[config.mk]
export PLATFORM = sky130hd
export DESIGN_NAME = cmdec_ctrl
export DESIGN_NICKNAME = d
export VERILOG_FILES = /design/src/rtl/camera_matrix_decompose_defines.svh /design/src/rtl/cmdec_pkg.sv /design/src/rtl/cmdec_ctrl.sv
export SDC_FILE = /design/constraint.sdc
export NUM_CORES = 1
export LEC_CHECK = 0
export BUFFER_PORTS_ARGS = -buffer_cell sky130_fd_sc_hd__buf_2
export CAP_MARGIN = 20
export CORE_ASPECT_RATIO = 1.4
export CORE_MARGIN = 4
export CORE_UTILIZATION = 45
export DETAILED_ROUTE_END_ITERATION = 10
export PLACE_DENSITY = 0.75
export SLEW_MARGIN = 20
export SYNTH_ARGS = -nofsm -noshare
export SYNTH_HDL_FRONTEND = slang
export SYNTH_SLANG_ARGS = --single-unit
[constraint.sdc]
create_clock -name clk -period 5.1 [get_ports clk]
set_clock_uncertainty 0.1 [all_clocks]
set_input_delay 1.02 -clock clk [delete_from_list [all_inputs] [get_ports clk]]
set_output_delay 1.02 -clock clk [all_outputs]
set_load 0.005 [all_outputs]
[src/rtl/camera_matrix_decompose_defines.svh]
// ----------------------------------------------------------------------------
// Camera matrix decomposition: assertion macros
// Shared property templates for the checks at the end of the top level.
// ----------------------------------------------------------------------------
`ifndef CAMERA_MATRIX_DECOMPOSE_DEFINES_SVH
`define CAMERA_MATRIX_DECOMPOSE_DEFINES_SVH

// The consequent must hold in the same cycle as the antecedent.
`define CMDEC_ASSERT_NOW(label, ante, cons, msg) \
	label: assert property (@(posedge clk) disable iff (!arst_n) (ante) |-> (cons)) \
		else $error(msg);

// The consequent must hold in the cycle after the antecedent.
`define CMDEC_ASSERT_NEXT(label, ante, cons, msg) \
	label: assert property (@(posedge clk) disable iff (!arst_n) (ante) |=> (cons)) \
		else $error(msg);

`endif

[src/rtl/cmdec_pkg.sv]
// ----------------------------------------------------------------------------
// Camera matrix decomposition package
// Widths, operation codes, register file map, fixed-point helpers and the
// operation program executed by the controller.
// ----------------------------------------------------------------------------
package cmdec_pkg;

	localparam int VALUE_WIDTH = 48;
	localparam int FRAC_BITS   = 24;

	localparam int SQ_WIDTH   = 2 * VALUE_WIDTH + 2;
	localparam int ROOT_WIDTH = SQ_WIDTH / 2;
	localparam int SREM_WIDTH = ROOT_WIDTH + 3;
	localparam int NUM_WIDTH  = VALUE_WIDTH + FRAC_BITS + 1;
	localparam int RND_WIDTH  = 2 * VALUE_WIDTH + 1 - FRAC_BITS;
	localparam int SAT_A      = (NUM_WIDTH > RND_WIDTH) ? NUM_WIDTH : RND_WIDTH;
	localparam int SAT_WIDTH  = (SAT_A > ROOT_WIDTH) ? SAT_A : ROOT_WIDTH;
	localparam int CNT_WIDTH  = $clog2(SAT_WIDTH + 1);

	localparam int RF_DEPTH = 64;
	localparam int RF_AW    = $clog2(RF_DEPTH);

	localparam int PROG_LEN = 98;
	localparam int PC_WIDTH = $clog2(PROG_LEN);

	typedef logic signed [VALUE_WIDTH-1:0] value_t;
	typedef logic [RF_AW-1:0] rf_addr_t;
	typedef logic [2:0] op_t;

	localparam logic [VALUE_WIDTH-1:0] MAXV = {1'b0, {(VALUE_WIDTH-1){1'b1}}};
	localparam logic [2*VALUE_WIDTH-1:0] HALF_LSB = (2*VALUE_WIDTH)'(1) << (FRAC_BITS - 1);

	localparam op_t OP_ADD  = 3'd0;
	localparam op_t OP_SUB  = 3'd1;
	localparam op_t OP_NEG  = 3'd2;
	localparam op_t OP_MUL  = 3'd3;
	localparam op_t OP_SQ0  = 3'd4;
	localparam op_t OP_SQA  = 3'd5;
	localparam op_t OP_DIV  = 3'd6;
	localparam op_t OP_SQRT = 3'd7;

	// Register file map. Addresses below A_GAM hold the loaded entries.
	localparam int NUM_ENTRIES = 12;
	localparam int A_GAM = 12;
	localparam int A_R   = 13;
	localparam int A_C4  = 22;
	localparam int A_Q13 = 25;
	localparam int A_Q23 = 28;
	localparam int A_FU  = 31;
	localparam int A_FV  = 32;
	localparam int A_DU  = 33;
	localparam int A_DV  = 34;
	localparam int A_ROT = 35;
	localparam int A_RT  = 41;
	localparam int A_POS = 44;
	localparam int A_T0  = 47;
	localparam int A_T1  = 48;
	localparam int A_T2  = 49;
	localparam int A_W   = 50;

	typedef struct packed {
		op_t      op;
		rf_addr_t a;
		rf_addr_t b;
		rf_addr_t d;
		logic     zchk;
	} instr_t;

	typedef struct packed {
		logic     ld_we;
		rf_addr_t ld_addr;
		logic     rd_en;
		rf_addr_t rd_a;
		rf_addr_t rd_b;
		logic     start;
		op_t      op;
		rf_addr_t dst;
		logic     out_load;
		logic     out_zero;
	} cmd_t;

	typedef struct packed {
		logic done;
		logic zero;
	} sts_t;

	function automatic logic [VALUE_WIDTH-1:0] mag(input value_t x);
		return x[VALUE_WIDTH-1] ? VALUE_WIDTH'(-x) : VALUE_WIDTH'(x);
	endfunction

	function automatic value_t sat_mag(input logic neg, input logic [SAT_WIDTH-1:0] m);
		logic [SAT_WIDTH-1:0] lim;
		logic [VALUE_WIDTH-1:0] v;
		lim = SAT_WIDTH'(MAXV) + SAT_WIDTH'(neg);
		v = (m > lim) ? lim[VALUE_WIDTH-1:0] : m[VALUE_WIDTH-1:0];
		return neg ? value_t'(-v) : value_t'(v);
	endfunction

	function automatic value_t sat_add(input value_t a, input value_t b, input logic sub);
		logic signed [VALUE_WIDTH:0] s;
		s = sub ? ({a[VALUE_WIDTH-1], a} - {b[VALUE_WIDTH-1], b})
			: ({a[VALUE_WIDTH-1], a} + {b[VALUE_WIDTH-1], b});
		if (s[VALUE_WIDTH] != s[VALUE_WIDTH-1]) begin
			return s[VALUE_WIDTH] ? value_t'(~MAXV) : value_t'(MAXV);
		end
		return s[VALUE_WIDTH-1:0];
	endfunction

	// Physical address of a matrix entry given its row-major position.
	function automatic rf_addr_t entry_addr(input rf_addr_t a, input logic col_major);
		logic [1:0] row;
		logic [1:0] col;
		row = a[3:2];
		col = a[1:0];
		if (col_major && a < RF_AW'(NUM_ENTRIES)) begin
			return rf_addr_t'({col, 1'b0}) + rf_addr_t'(col) + rf_addr_t'(row);
		end
		return a;
	endfunction

	function automatic rf_addr_t result_addr(input logic [3:0] k);
		unique case (k)
			4'd0: return rf_addr_t'(A_FU);
			4'd1: return rf_addr_t'(A_FV);
			4'd2: return rf_addr_t'(A_DU);
			4'd3: return rf_addr_t'(A_DV);
			4'd4, 4'd5, 4'd6, 4'd7, 4'd8, 4'd9: return rf_addr_t'(A_ROT - 4) + rf_addr_t'(k);
			4'd10, 4'd11, 4'd12: return rf_addr_t'(A_R - 4) + rf_addr_t'(k);
			default: return rf_addr_t'(A_POS - 13) + rf_addr_t'(k);
		endcase
	endfunction

	function automatic instr_t mk(input op_t op, input int a, input int b, input int d,
		input logic z);
		instr_t r;
		r.op = op;
		r.a = rf_addr_t'(a);
		r.b = rf_addr_t'(b);
		r.d = rf_addr_t'(d);
		r.zchk = z;
		return r;
	endfunction

	function automatic instr_t prog(input logic [PC_WIDTH-1:0] pc);
		unique case (pc)
			// gamma = length of row three
			0:  return mk(OP_SQ0, 8, 8, 0, 1'b0);
			1:  return mk(OP_SQA, 9, 9, 0, 1'b0);
			2:  return mk(OP_SQA, 10, 10, 0, 1'b0);
			3:  return mk(OP_SQRT, 0, 0, A_GAM, 1'b1);
			// normalized rows and fourth column
			4:  return mk(OP_DIV, 0, A_GAM, A_R + 0, 1'b0);
			5:  return mk(OP_DIV, 1, A_GAM, A_R + 1, 1'b0);
			6:  return mk(OP_DIV, 2, A_GAM, A_R + 2, 1'b0);
			7:  return mk(OP_DIV, 4, A_GAM, A_R + 3, 1'b0);
			8:  return mk(OP_DIV, 5, A_GAM, A_R + 4, 1'b0);
			9:  return mk(OP_DIV, 6, A_GAM, A_R + 5, 1'b0);
			10: return mk(OP_DIV, 8, A_GAM, A_R + 6, 1'b0);
			11: return mk(OP_DIV, 9, A_GAM, A_R + 7, 1'b0);
			12: return mk(OP_DIV, 10, A_GAM, A_R + 8, 1'b0);
			13: return mk(OP_DIV, 3, A_GAM, A_C4 + 0, 1'b0);
			14: return mk(OP_DIV, 7, A_GAM, A_C4 + 1, 1'b0);
			15: return mk(OP_DIV, 11, A_GAM, A_C4 + 2, 1'b0);
			// q13 = r0 x r2
			16: return mk(OP_MUL, A_R + 1, A_R + 8, A_T0, 1'b0);
			17: return mk(OP_MUL, A_R + 2, A_R + 7, A_T1, 1'b0);
			18: return mk(OP_SUB, A_T0, A_T1, A_Q13 + 0, 1'b0);
			19: return mk(OP_MUL, A_R + 2, A_R + 6, A_T0, 1'b0);
			20: return mk(OP_MUL, A_R + 0, A_R + 8, A_T1, 1'b0);
			21: return mk(OP_SUB, A_T0, A_T1, A_Q13 + 1, 1'b0);
			22: return mk(OP_MUL, A_R + 0, A_R + 7, A_T0, 1'b0);
			23: return mk(OP_MUL, A_R + 1, A_R + 6, A_T1, 1'b0);
			24: return mk(OP_SUB, A_T0, A_T1, A_Q13 + 2, 1'b0);
			// q23 = r1 x r2
			25: return mk(OP_MUL, A_R + 4, A_R + 8, A_T0, 1'b0);
			26: return mk(OP_MUL, A_R + 5, A_R + 7, A_T1, 1'b0);
			27: return mk(OP_SUB, A_T0, A_T1, A_Q23 + 0, 1'b0);
			28: return mk(OP_MUL, A_R + 5, A_R + 6, A_T0, 1'b0);
			29: return mk(OP_MUL, A_R + 3, A_R + 8, A_T1, 1'b0);
			30: return mk(OP_SUB, A_T0, A_T1, A_Q23 + 1, 1'b0);
			31: return mk(OP_MUL, A_R + 3, A_R + 7, A_T0, 1'b0);
			32: return mk(OP_MUL, A_R + 4, A_R + 6, A_T1, 1'b0);
			33: return mk(OP_SUB, A_T0, A_T1, A_Q23 + 2, 1'b0);
			// fu and fv
			34: return mk(OP_SQ0, A_Q13 + 0, A_Q13 + 0, 0, 1'b0);
			35: return mk(OP_SQA, A_Q13 + 1, A_Q13 + 1, 0, 1'b0);
			36: return mk(OP_SQA, A_Q13 + 2, A_Q13 + 2, 0, 1'b0);
			37: return mk(OP_SQRT, 0, 0, A_FU, 1'b1);
			38: return mk(OP_SQ0, A_Q23 + 0, A_Q23 + 0, 0, 1'b0);
			39: return mk(OP_SQA, A_Q23 + 1, A_Q23 + 1, 0, 1'b0);
			40: return mk(OP_SQA, A_Q23 + 2, A_Q23 + 2, 0, 1'b0);
			41: return mk(OP_SQRT, 0, 0, A_FV, 1'b1);
			// du and dv
			42: return mk(OP_MUL, A_R + 0, A_R + 6, A_T0, 1'b0);
			43: return mk(OP_MUL, A_R + 1, A_R + 7, A_T1, 1'b0);
			44: return mk(OP_ADD, A_T0, A_T1, A_T2, 1'b0);
			45: return mk(OP_MUL, A_R + 2, A_R + 8, A_T0, 1'b0);
			46: return mk(OP_ADD, A_T2, A_T0, A_DU, 1'b0);
			47: return mk(OP_MUL, A_R + 3, A_R + 6, A_T0, 1'b0);
			48: return mk(OP_MUL, A_R + 4, A_R + 7, A_T1, 1'b0);
			49: return mk(OP_ADD, A_T0, A_T1, A_T2, 1'b0);
			50: return mk(OP_MUL, A_R + 5, A_R + 8, A_T0, 1'b0);
			51: return mk(OP_ADD, A_T2, A_T0, A_DV, 1'b0);
			// w = r2 x q13, rotation row one
			52: return mk(OP_MUL, A_R + 7, A_Q13 + 2, A_T0, 1'b0);
			53: return mk(OP_MUL, A_R + 8, A_Q13 + 1, A_T1, 1'b0);
			54: return mk(OP_SUB, A_T0, A_T1, A_W + 0, 1'b0);
			55: return mk(OP_MUL, A_R + 8, A_Q13 + 0, A_T0, 1'b0);
			56: return mk(OP_MUL, A_R + 6, A_Q13 + 2, A_T1, 1'b0);
			57: return mk(OP_SUB, A_T0, A_T1, A_W + 1, 1'b0);
			58: return mk(OP_MUL, A_R + 6, A_Q13 + 1, A_T0, 1'b0);
			59: return mk(OP_MUL, A_R + 7, A_Q13 + 0, A_T1, 1'b0);
			60: return mk(OP_SUB, A_T0, A_T1, A_W + 2, 1'b0);
			61: return mk(OP_DIV, A_W + 0, A_FU, A_ROT + 0, 1'b0);
			62: return mk(OP_DIV, A_W + 1, A_FU, A_ROT + 1, 1'b0);
			63: return mk(OP_DIV, A_W + 2, A_FU, A_ROT + 2, 1'b0);
			// w = r2 x q23, rotation row two
			64: return mk(OP_MUL, A_R + 7, A_Q23 + 2, A_T0, 1'b0);
			65: return mk(OP_MUL, A_R + 8, A_Q23 + 1, A_T1, 1'b0);
			66: return mk(OP_SUB, A_T0, A_T1, A_W + 0, 1'b0);
			67: return mk(OP_MUL, A_R + 8, A_Q23 + 0, A_T0, 1'b0);
			68: return mk(OP_MUL, A_R + 6, A_Q23 + 2, A_T1, 1'b0);
			69: return mk(OP_SUB, A_T0, A_T1, A_W + 1, 1'b0);
			70: return mk(OP_MUL, A_R + 6, A_Q23 + 1, A_T0, 1'b0);
			71: return mk(OP_MUL, A_R + 7, A_Q23 + 0, A_T1, 1'b0);
			72: return mk(OP_SUB, A_T0, A_T1, A_W + 2, 1'b0);
			73: return mk(OP_DIV, A_W + 0, A_FV, A_ROT + 3, 1'b0);
			74: return mk(OP_DIV, A_W + 1, A_FV, A_ROT + 4, 1'b0);
			75: return mk(OP_DIV, A_W + 2, A_FV, A_ROT + 5, 1'b0);
			// scaled fourth column
			76: return mk(OP_MUL, A_C4 + 2, A_DU, A_T0, 1'b0);
			77: return mk(OP_SUB, A_T0, A_C4 + 0, A_T1, 1'b0);
			78: return mk(OP_DIV, A_T1, A_FU, A_RT + 0, 1'b0);
			79: return mk(OP_MUL, A_C4 + 2, A_DV, A_T0, 1'b0);
			80: return mk(OP_SUB, A_T0, A_C4 + 1, A_T1, 1'b0);
			81: return mk(OP_DIV, A_T1, A_FV, A_RT + 1, 1'b0);
			82: return mk(OP_NEG, A_C4 + 2, A_C4 + 2, A_RT + 2, 1'b0);
			// position
			83: return mk(OP_MUL, A_ROT + 0, A_RT + 0, A_T0, 1'b0);
			84: return mk(OP_MUL, A_ROT + 1, A_RT + 1, A_T1, 1'b0);
			85: return mk(OP_ADD, A_T0, A_T1, A_T2, 1'b0);
			86: return mk(OP_MUL, A_ROT + 2, A_RT + 2, A_T0, 1'b0);
			87: return mk(OP_ADD, A_T2, A_T0, A_POS + 0, 1'b0);
			88: return mk(OP_MUL, A_ROT + 3, A_RT + 0, A_T0, 1'b0);
			89: return mk(OP_MUL, A_ROT + 4, A_RT + 1, A_T1, 1'b0);
			90: return mk(OP_ADD, A_T0, A_T1, A_T2, 1'b0);
			91: return mk(OP_MUL, A_ROT + 5, A_RT + 2, A_T0, 1'b0);
			92: return mk(OP_ADD, A_T2, A_T0, A_POS + 1, 1'b0);
			93: return mk(OP_MUL, A_R + 6, A_RT + 0, A_T0, 1'b0);
			94: return mk(OP_MUL, A_R + 7, A_RT + 1, A_T1, 1'b0);
			95: return mk(OP_ADD, A_T0, A_T1, A_T2, 1'b0);
			96: return mk(OP_MUL, A_R + 8, A_RT + 2, A_T0, 1'b0);
			97: return mk(OP_ADD, A_T2, A_T0, A_POS + 2, 1'b0);
			default: return mk(OP_ADD, A_T0, A_T0, A_T0, 1'b0);
		endcase
	endfunction

endpackage

[src/rtl/cmdec_ctrl.sv]
// ----------------------------------------------------------------------------
// Decomposition controller
// Loads the twelve entries, steps the operation program through the
// datapath and then reads the sixteen results out one by one.
// ----------------------------------------------------------------------------
module cmdec_ctrl (
	input  logic            clk,
	input  logic            arst_n,
	input  logic            in_valid,
	output logic            in_ready,
	input  logic            cfg_valid,
	input  logic            cfg_col_major,
	output logic            out_valid,
	input  logic            out_ready,
	output logic [3:0]      out_index,
	output logic            out_last,
	output logic            out_degen,
	output cmdec_pkg::cmd_t cmd,
	input  cmdec_pkg::sts_t sts
);
	import cmdec_pkg::*;

	localparam logic [2:0] S_LOAD  = 3'd0;
	localparam logic [2:0] S_FETCH = 3'd1;
	localparam logic [2:0] S_EXEC  = 3'd2;
	localparam logic [2:0] S_WAIT  = 3'd3;
	localparam logic [2:0] S_ORD   = 3'd4;
	localparam logic [2:0] S_OLD   = 3'd5;
	localparam logic [2:0] S_OHOLD = 3'd6;

	logic [2:0]          state_q;
	logic [3:0]          cnt_q;
	logic [PC_WIDTH-1:0] pc_q;
	logic [3:0]          k_q;
	logic                degen_q;
	logic                colmaj_q;
	instr_t              ins;

	assign ins = prog(pc_q);

	always_comb begin
		cmd         = '0;
		cmd.ld_addr = rf_addr_t'(cnt_q);
		cmd.op      = ins.op;
		cmd.dst     = ins.d;
		cmd.out_zero = degen_q;
		unique case (state_q)
			S_LOAD: begin
				cmd.ld_we = in_valid;
			end
			S_FETCH: begin
				cmd.rd_en = 1'b1;
				cmd.rd_a  = entry_addr(ins.a, colmaj_q);
				cmd.rd_b  = entry_addr(ins.b, colmaj_q);
			end
			S_EXEC: begin
				cmd.start = 1'b1;
			end
			S_ORD: begin
				cmd.rd_en = 1'b1;
				cmd.rd_a  = result_addr(k_q);
			end
			S_OLD: begin
				cmd.out_load = 1'b1;
			end
			default: begin
			end
		endcase
	end

	always_ff @(posedge clk or negedge arst_n) begin
		if (!arst_n) begin
			state_q  <= S_LOAD;
			cnt_q    <= '0;
			pc_q     <= '0;
			k_q      <= '0;
			degen_q  <= 1'b0;
			colmaj_q <= 1'b0;
		end else begin
			if (cfg_valid) begin
				colmaj_q <= cfg_col_major;
			end
			unique case (state_q)
				S_LOAD: begin
					if (in_valid) begin
						if (cnt_q == 4'(NUM_ENTRIES - 1)) begin
							cnt_q   <= '0;
							pc_q    <= '0;
							degen_q <= 1'b0;
							state_q <= S_FETCH;
						end else begin
							cnt_q <= cnt_q + 1'b1;
						end
					end
				end
				S_FETCH: state_q <= S_EXEC;
				S_EXEC:  state_q <= S_WAIT;
				S_WAIT: begin
					if (sts.done) begin
						if (ins.zchk && sts.zero) begin
							degen_q <= 1'b1;
						end
						if (pc_q == PC_WIDTH'(PROG_LEN - 1)) begin
							k_q     <= '0;
							state_q <= S_ORD;
						end else begin
							pc_q    <= pc_q + 1'b1;
							state_q <= S_FETCH;
						end
					end
				end
				S_ORD: state_q <= S_OLD;
				S_OLD: state_q <= S_OHOLD;
				S_OHOLD: begin
					if (out_ready) begin
						if (k_q == 4'd15) begin
							state_q <= S_LOAD;
						end else begin
							k_q     <= k_q + 1'b1;
							state_q <= S_ORD;
						end
					end
				end
				default: state_q <= S_LOAD;
			endcase
		end
	end

	assign in_ready  = (state_q == S_LOAD);
	assign out_valid = (state_q == S_OHOLD);
	assign out_index = k_q;
	assign out_last  = (k_q == 4'd15);
	assign out_degen = degen_q;
endmodule

# After elaboration in Yosys (flattened, before gate mapping)
# Memories as Yosys holds them, arrays and structs flattened.
# Index checks and enable logic that the tools add are counted.
# W data, S select, Z words.
[op_classes]
addsub = 9
order_cmp = 2
n_eq_ne = 23
mux = 37
n_reduce_logical = 13
[op_table]
columns = ["op", "count"]
rows = [
  ["$mux W6", 5],
  ["$pmux W6 S5", 1],
  ["$mux W7", 4],
  ["$pmux W7 S2", 2],
  ["$pmux W3 S7", 1],
  ["$eq A4 B4 Y1 const B", 5],
  ["$mux W4", 5],
  ["$mux W3", 6],
  ["$reduce_and A5 Y1", 3],
  ["$lt A6 B4 Y1 const B", 2],
  ["$ne A2 B2 Y1 const B", 6],
  ["$mux W1", 11],
  ["$add A4 B2 Y5", 2],
  ["$eq A3 B3 Y1 const B", 3],
  ["$add A3 B2 Y4", 2],
  ["$add A4 B1 Y4 const B", 2],
  ["$eq A4 B2 Y1 const B", 2],
  ["$pmux W4 S2", 1],
  ["$add A7 B1 Y7 const B", 1],
  ["$eq A7 B7 Y1 const B", 1],
  ["$add A5 B4 Y6 const A", 1],
  ["$eq A3 B2 Y1 const B", 2],
  ["$add A4 B4 Y5 const A", 1],
  ["$eq A4 B1 Y1 const B", 1],
  ["10 further kinds", 14],
]
[word_totals]
reg_bits = 20
romBits = 2816
word_cells = 91
memories = 1
[memory_table]
columns = ["name", "depth", "width", "read_ports", "rd_ports_with_merged_regs", "wr", "line", "rtl"]
rows = [
  ["(name not given)", 128, 22, 1, 0, 0, "cmdec_pkg.sv:145", "unique case (pc)"],
]

# Longest topological paths before layout
# Gate-level depths: netlist (run 1).
# An unclocked memory read counts as a cell.
[depth]
word_depth = 7
depth_mapped = 18
depth_no_buf = 15

# Worst setup path after synthesis (run 1)
# OpenSTA, ideal clock, no wires.
[synth_timing]
path_kind = "register -> output"
startpoint = "register pc_q[0]"
endpoint = "output cmd[20] (netlist name)"
arrival_ps = 4221
required_ps = 3980
setup_slack_ps = -241
stages_incl_launch_ff = 18
path_cell_list = "dfrtp_1 clkbuf_1 clkbuf_1 inv_1 ha_1 clkbuf_1 nand2b_1 clkbuf_1 nand3_1 a311o_1 o32ai_1 inv_1 fa_1 ha_1 inv_1 fa_1 nor2_1 a211o_1"
[synth_lines]
columns = ["item", "line", "rtl"]
rows = [
  ["from (decl)", "cmdec_ctrl.sv:33", "logic [PC_WIDTH-1:0] pc_q;"],
  ["from (signal assigned)", "cmdec_ctrl.sv:107", "pc_q <= pc_q + 1'b1;"],
  ["to (decl)", "cmdec_ctrl.sv:18", "output cmdec_pkg::cmd_t cmd,"],
]

==> flow_metrics.py, run 1 <==
metrics = {
    "global_route": {
        "grt_max_degree": 56,
        "grt-ovfl-total": 0,
        "grt_first_pass_wirelength_mm": 33.17,
        "grt_antenna_before_repair": 0,
        "globalRouteTotalUtil": 0.3568,
        "first_global_vias": 5720,
    },
    "logic_synthesis": {
        "yosysSeqAreaShare": 0.1074,
        "post-synth-top-area-cell": "dfrtp_1",
        "async_reset_ff_frac": 1.000,
        "synthTopCellsByCount": "nand2_1 (84), nor2_1 (60), a21oi_1 (53)",
        "synth_top_flop_cell": "dfrtp_1",
        "syn_avg_cell_area_um2": 6.876,
        "yosysMostFrequentCell": "nand2_1",
        "synthCells": 678,
        "ys_ff_latch": 20,
        "synth_edf_count": 0,
        "synth_area_leaders": "dfrtp_1 (11%), ha_1 (7.2%), nand2_1 (6.8%), a21oi_1 (5.7%), o21ai_0 (5.0%)",
        "yosysWarnings": 0,
        "synthDistinctLibCells": 88,
        "netlist.area_leader.share": 0.1074,
        "synth.cell_area_mm2": 0.004662,
    },
    "worst_hold_path": {
        "hold_class": "flop to flop",
    },
    "route": {
        "dr.pass1.iters": 5,
        "wl_mm": 21.98,
        "detail_route.wl_per_cell_um": 25.62,
        "final_antenna_net_count": 0,
        "vias": 6022,
        "vias_per_cell": 7.019,
        "drtIter0Drc": 839,
        "drc": 0,
    },
    "critical_path": {
        "cp.arrival_ns": 3.94,
        "start_kind": "flop",
        "critPathRequiredTime_ns": 3.98,
        "crit_path_end_kind": "primary output",
        "crit_type": "flop to primary output",
        "critPathMaxFanout": 14,
        "rrSetupSlack_ns": 2.42,
    },
    "floorplanning": {
        "fp.coreArea_mm2": 0.01001,
        "dieHeight_um": 128.4,
        "die_x_um": 94.02,
        "ios": 48,
        "start_util": 0.4659,
        "die_area_mm2": 0.01208,
        "rows": 43,
    },
    "finish": {
        "nets": 763,
        "final_core_util": 0.5393,
        "drive_gt1_frac": 0.2172,
        "fin_area_mm2": 0.005396,
        "diodes": 0,
        "area_growth_pct": 15.75,
        "stdcell_count": 858,
    },
    "clocking": {
        "cts_buffers": 3,
        "worst_skew_pair.late_latency_ns": 0.26,
        "clk_pin_slew_worst_paths_ns": 0.06,
        "clock-root-buffer": "clkbuf_16",
        "cts_buffer_depth": 2,
        "cts_sinks": 20,
        "cts_htree_levels": 1,
        "cts_tree": "built",
    },
    "status": {
        "outcome": "complete, no violations",
    },
    "power_and_ir_drop": {
        "cellLeakagePower_nw": 2.298,
        "cellPowerDensity_mw_per_mm2": 753.1,
        "ir_drop_v": 0.0004430,
        "finalPower_mw": 4.064,
    },
    "placed_design": {
        "place_congestion": 1.111,
        "dp.cells": 854,
        "hpwl_mm": 16.68,
        "io_buffer_count": 45,
        "postPlaceCellArea_mm2": 0.005192,
    },
    "timing": {
        "rsz0062_at_grt": "no",
        "timing.final.max_slew_violations": 0,
        "fin_tns_setup_ns": 0,
        "max_freq_ghz": 0.1976,
        "tightestPinTransition_ns": 0.7435,
        "finalHoldViolCount": 0,
        "finalSetupViolCount": 0,
        "finalCriticalPeriod_ns": 5.061,
        "period_share": 0.9924,
        "slew_headroom": 0.5016,
    },
    "run": {
        "maxCapViolations": 0,
    },
}
[final timing paths]
kind | startpoint | end | cells after the start
max reg2reg | state_q[1] | pc_q[5] | 9
min reg2reg | cnt_q[1] | cnt_q[1] | 2
max in group asynchronous | arst_n | pc_q[2] | 1
min | cnt_q[1] | cnt_q[1] | 2
max | pc_q[2] | cmd[20] | 12
min in group asynchronous | arst_n | out_index[1] | 1
[per-stage QoR]
| stage | setup WS, ns | hold WS [ns] |
|---|---|---|
| 2_1_floorplan | 0.04910 | 0.4159 |
| 3_3_place_gp | 0.1759 | 0.4140 |
| 3_5_place_dp | 0.1769 | 0.4318 |
| 4_1_cts | 0.02566 | 0.4509 |
| 5_1_grt | 0.008650 | 0.5220 |
| 6_report | 0.03871 | 0.4559 |
[cells by family (layout without fill, tap and decap cells)]
group | count (synthesis) | after routing | synth area share
buf+inv | 99 | 143 | 0.1127
fa+ha+maj | 31 | 31 | 0.08964
other cells | 1 | 2 | 0.0008044
flops | 20 | 20 | 0.1074
xor+xnor | 6 | 6 | 0.01127
simple gates | 257 | 257 | 0.2762
mux | 14 | 14 | 0.03838
compound gates | 250 | 250 | 0.3637
[layout make-up]
type	instances	area [µm²]
fill	1014	4611
multi-input combinational	560	3741
timing repair buffer	105	742.0
sequential	20	506.7
tap	135	168.9
inverter	34	132.6
clock buffer	3	75.07
clock inverter	1	30.03
[report_power, final]
group	internal, mW	switching (mW)
registers	0.206	0.103
clock network	0.156	0.0620
logic	1.37	2.17
total	1.73	2.34
[layout by cell type (no fill, tap or decap), types with 8 or more instances in the layout]
cell type	synthesis	final
a21o_1	8	8
nand3_1	11	11
a21oi_1	53	53
a211oi_1	15	15
inv_1	30	28
dfrtp_1	20	17
o21ai_1	8	8
nand4_1	9	9
mux2i_1	10	10
o211ai_1	11	11
nand2b_1	14	14
nor3_1	16	15
o22ai_1	9	8
o21ai_0	47	47
or3_1	13	13
buf_4	7	54
nand2_1	84	83
nor2_1	60	60
buf_2	16	45
nor2b_1	12	10
ha_1	27	22
a31oi_1	13	13
[critical path, stage by stage (launching register included)]
cell	delay, ns
dfrtp_4	0.60
buf_4	0.24
nand2b_1	0.31
a311oi_1	0.47
a31oi_1	0.09
o221a_2	0.34
fa_1	0.50
ha_1	0.14
inv_1	0.05
fa_1	0.47
nor2_1	0.04
a211o_1	0.29
buf_2	0.12
[flip-flops by register name, indices dropped and copies added, names as in the netlist]
register   count
colmaj_q       1
cnt_q          4
pc_q           7
state_q        3
out_degen      1
out_index      4
[metal layers]
metal  vias to the layer above  GRT usage  share of wire
met2                       520     0.6123           0.47
li1                       2598          -              -
met5                         -          0              0
met1                      2764     0.3886           0.34
met4                         0     0.2645          0.086
met3                       140    0.06140          0.098
[what timing repair did]
| action | in CTS | in global routing |
|---|---|---|
| pin swaps | 0 | 4 |
| hold buffers | 0 | 0 |
| gates resized for setup | 7 | 18 |
| endpoints found under the setup margin | 2 | 2 |
| buffers inserted | 0 | 0 |
Power figures use the tool's default switching activity.
==> run 2: changes to the inputs <==
ABC_AREA = 0   (was unset)
CTS_BUF_LIST = sky130_fd_sc_hd__clkbuf_8   (was unset)
PLACE_DENSITY = 0.73   (was 0.75)
clock period = 5.9 ns   (was 5.1 ns; I/O delays follow)
==> run 2 against run 1 <==
Sequential power decreased by 8.1%; total power decreased by 22%; final cell count decreased by 2.2%; register-to-register slack improved by 0.79 ns; sequential share of layout area increased by 0.55 points; count of clock-buffer cells in the layout unchanged; global-route usage decreased by 1.0 points; wire length decreased by 4.3%; worst setup slack improved by 0.26 ns; core utilization decreased by 3.3 points; highest routed layer unchanged; non-clock buffer count decreased by 19.
==> flow_metrics.py, run 2 (synthesis gave the netlist of run 1 again) <==
metrics = {
    "placed_design": {
        "dp.cells": 835,
        "hpwl_mm": 15.55,
        "postPlaceCellArea_mm2": 0.005012,
        "place_congestion": 1.129,
        "io_buffer_count": 45,
    },
    "power_and_ir_drop": {
        "cellLeakagePower_nw": 2.157,
        "cellPowerDensity_mw_per_mm2": 629.5,
        "clkPwrFrac": 0.029,
        "internal-power_mw": 1.239,
        "p_sw_mw": 1.947,
        "pwr-share-seq": 0.089,
        "power_frac_comb": 0.882,
        "ir_drop_v": 0.0003721,
        "p_sw_frac": 0.6110,
    },
    "clocking": {
        "cts_buffers": 3,
        "hold_buffers": 0,
        "worst_skew_pair.late_latency_ns": 0.26,
        "cts_buffer_depth": 2,
        "cts_setup_buffers": 0,
        "cts_htree_levels": 1,
        "clock-root-buffer": "clkbuf_8",
        "cts_tree": "built",
        "cts_resized": 0,
        "cts_sinks": 20,
        "clk_pin_slew_worst_paths_ns": 0.07,
    },
    "global_route": {
        "grt-ovfl-total": 0,
        "grt_first_pass_wirelength_mm": 32.51,
        "grt_antenna_before_repair": 0,
        "first_global_vias": 5675,
        "globalRouteTotalUtil": 0.3467,
        "grt_max_degree": 40,
    },
    "timing": {
        "finalCriticalPeriod_ns": 5.600,
        "tightestPinTransition_ns": 1.022,
        "max_freq_ghz": 0.1786,
        "finalHoldViolCount": 0,
        "fin_tns_setup_ns": 0,
        "timing.final.max_slew_violations": 0,
        "rsz0062_at_grt": "no",
        "period_share": 0.9492,
        "slew_headroom": 0.3103,
        "finalSetupViolCount": 0,
    },
    "route": {
        "dr.pass1.iters": 5,
        "wl_mm": 21.03,
        "drtIter0Drc": 886,
        "vias_per_cell": 6.946,
        "final_antenna_net_count": 0,
        "drc": 0,
        "vias": 5828,
        "detail_route.wl_per_cell_um": 25.07,
    },
    "floorplanning": {
        "ios": 48,
        "fp.coreArea_mm2": 0.01001,
        "die_area_mm2": 0.01208,
        "start_util": 0.4659,
        "die_x_um": 94.02,
        "rows": 43,
        "dieHeight_um": 128.4,
    },
    "status": {
        "outcome": "complete, no violations",
    },
    "finish": {
        "mostFrequentLayoutCells": "nand2_1 (84), nor2_1 (60), a21oi_1 (53)",
        "area_growth_pct": 8.588,
        "largest_reg_flops": 7,
        "nets": 744,
        "fin_area_mm2": 0.005062,
        "stdcell_count": 839,
        "drive_gt1_frac": 0.1719,
        "diodes": 0,
        "final_common_cell": "nand2_1",
        "top_register": "pc_q",
    },
    "critical_path": {
        "critPathMaxFanout": 24,
        "rrSetupSlack_ns": 3.21,
        "start_kind": "flop",
        "cp.arrival_ns": 4.32,
        "critPathRequiredTime_ns": 4.62,
        "crit_type": "flop to primary output",
        "crit_path_end_kind": "primary output",
    },
    "worst_hold_path": {
        "hold_class": "flop to flop",
    },
    "run": {
        "maxCapViolations": 0,
    },
}
==> run 2: metal layers <==
layer  track usage  part of all wire  vias up
met2        0.5596              0.45      458
met3       0.07310              0.11      146
met5             0                 0        -
met4        0.2474             0.092        0
met1        0.4035              0.35     2663
li1              -                 -     2561
==> run 2: final cells by class <==
class,instances,area [µm²]
clock buffers,3,41.29
flip-flops and latches,20,503.0
inverters,34,130.1
clock inverters,1,3.754
multi-input cells,560,3645
fillers,1044,4945
well taps,135,168.9
repair buffers,86,570.5
==> run 2: path summary, 6_finish.rpt <==
kind | startpoint | end | cells past startpoint
worst max-delay path | pc_q[1] | cmd[20] | 15
worst min-delay path | cnt_q[1] | cnt_q[1] | 2
worst max register to register | pc_q[3] | out_index[1] | 7
worst min register to register | cnt_q[1] | cnt_q[1] | 2
max in group asynchronous | arst_n | pc_q[3] | 1
min in group asynchronous | arst_n | out_index[1] | 1
==> run 2: worst max-delay path, stage by stage, from the launching register on <==
cell and delay (ns):
dfrtp_1 0.34, buf_4 0.29, ha_2 0.42, inv_1 0.14, ha_1 0.25, nand2b_1 0.22
o21a_1 0.16, a31oi_1 0.22, o221a_2 0.36, fa_1 0.51, ha_1 0.16, inv_1 0.05
fa_1 0.47, nor2_1 0.05, a211o_1 0.28, buf_2 0.12
==> run 2: through the flow <==
step | power [mW] | setup WS (ns) | utilization | hold slack (ns)
after floorplan | 2.073 | 0.3991 | - | 0.4159
final | 3.187 | 0.2996 | 0.5059 | 0.4515
after global placement | 2.964 | 0.5425 | 0.5009 | 0.4115
after global routing | 3.402 | 0.1384 | 0.5059 | 0.4988
after detailed placement | 2.957 | 0.4168 | 0.5009 | 0.4410
after CTS | 3.061 | 0.1185 | 0.5054 | 0.4620
==> run 2: power by group through the flow <==
| stage | registers [mW] | clock network [mW] | logic, mW |
|---|---|---|---|
| 5_1_grt | 0.291 | 0.101 | 3.01 |
| 2_1_floorplan | 0.215 | 0 | 1.86 |
| 3_3_place_gp | 0.280 | 0 | 2.68 |
| 3_5_place_dp | 0.281 | 0 | 2.68 |
| 4_1_cts | 0.278 | 0.0938 | 2.69 |
| 6_report | 0.284 | 0.0925 | 2.81 |
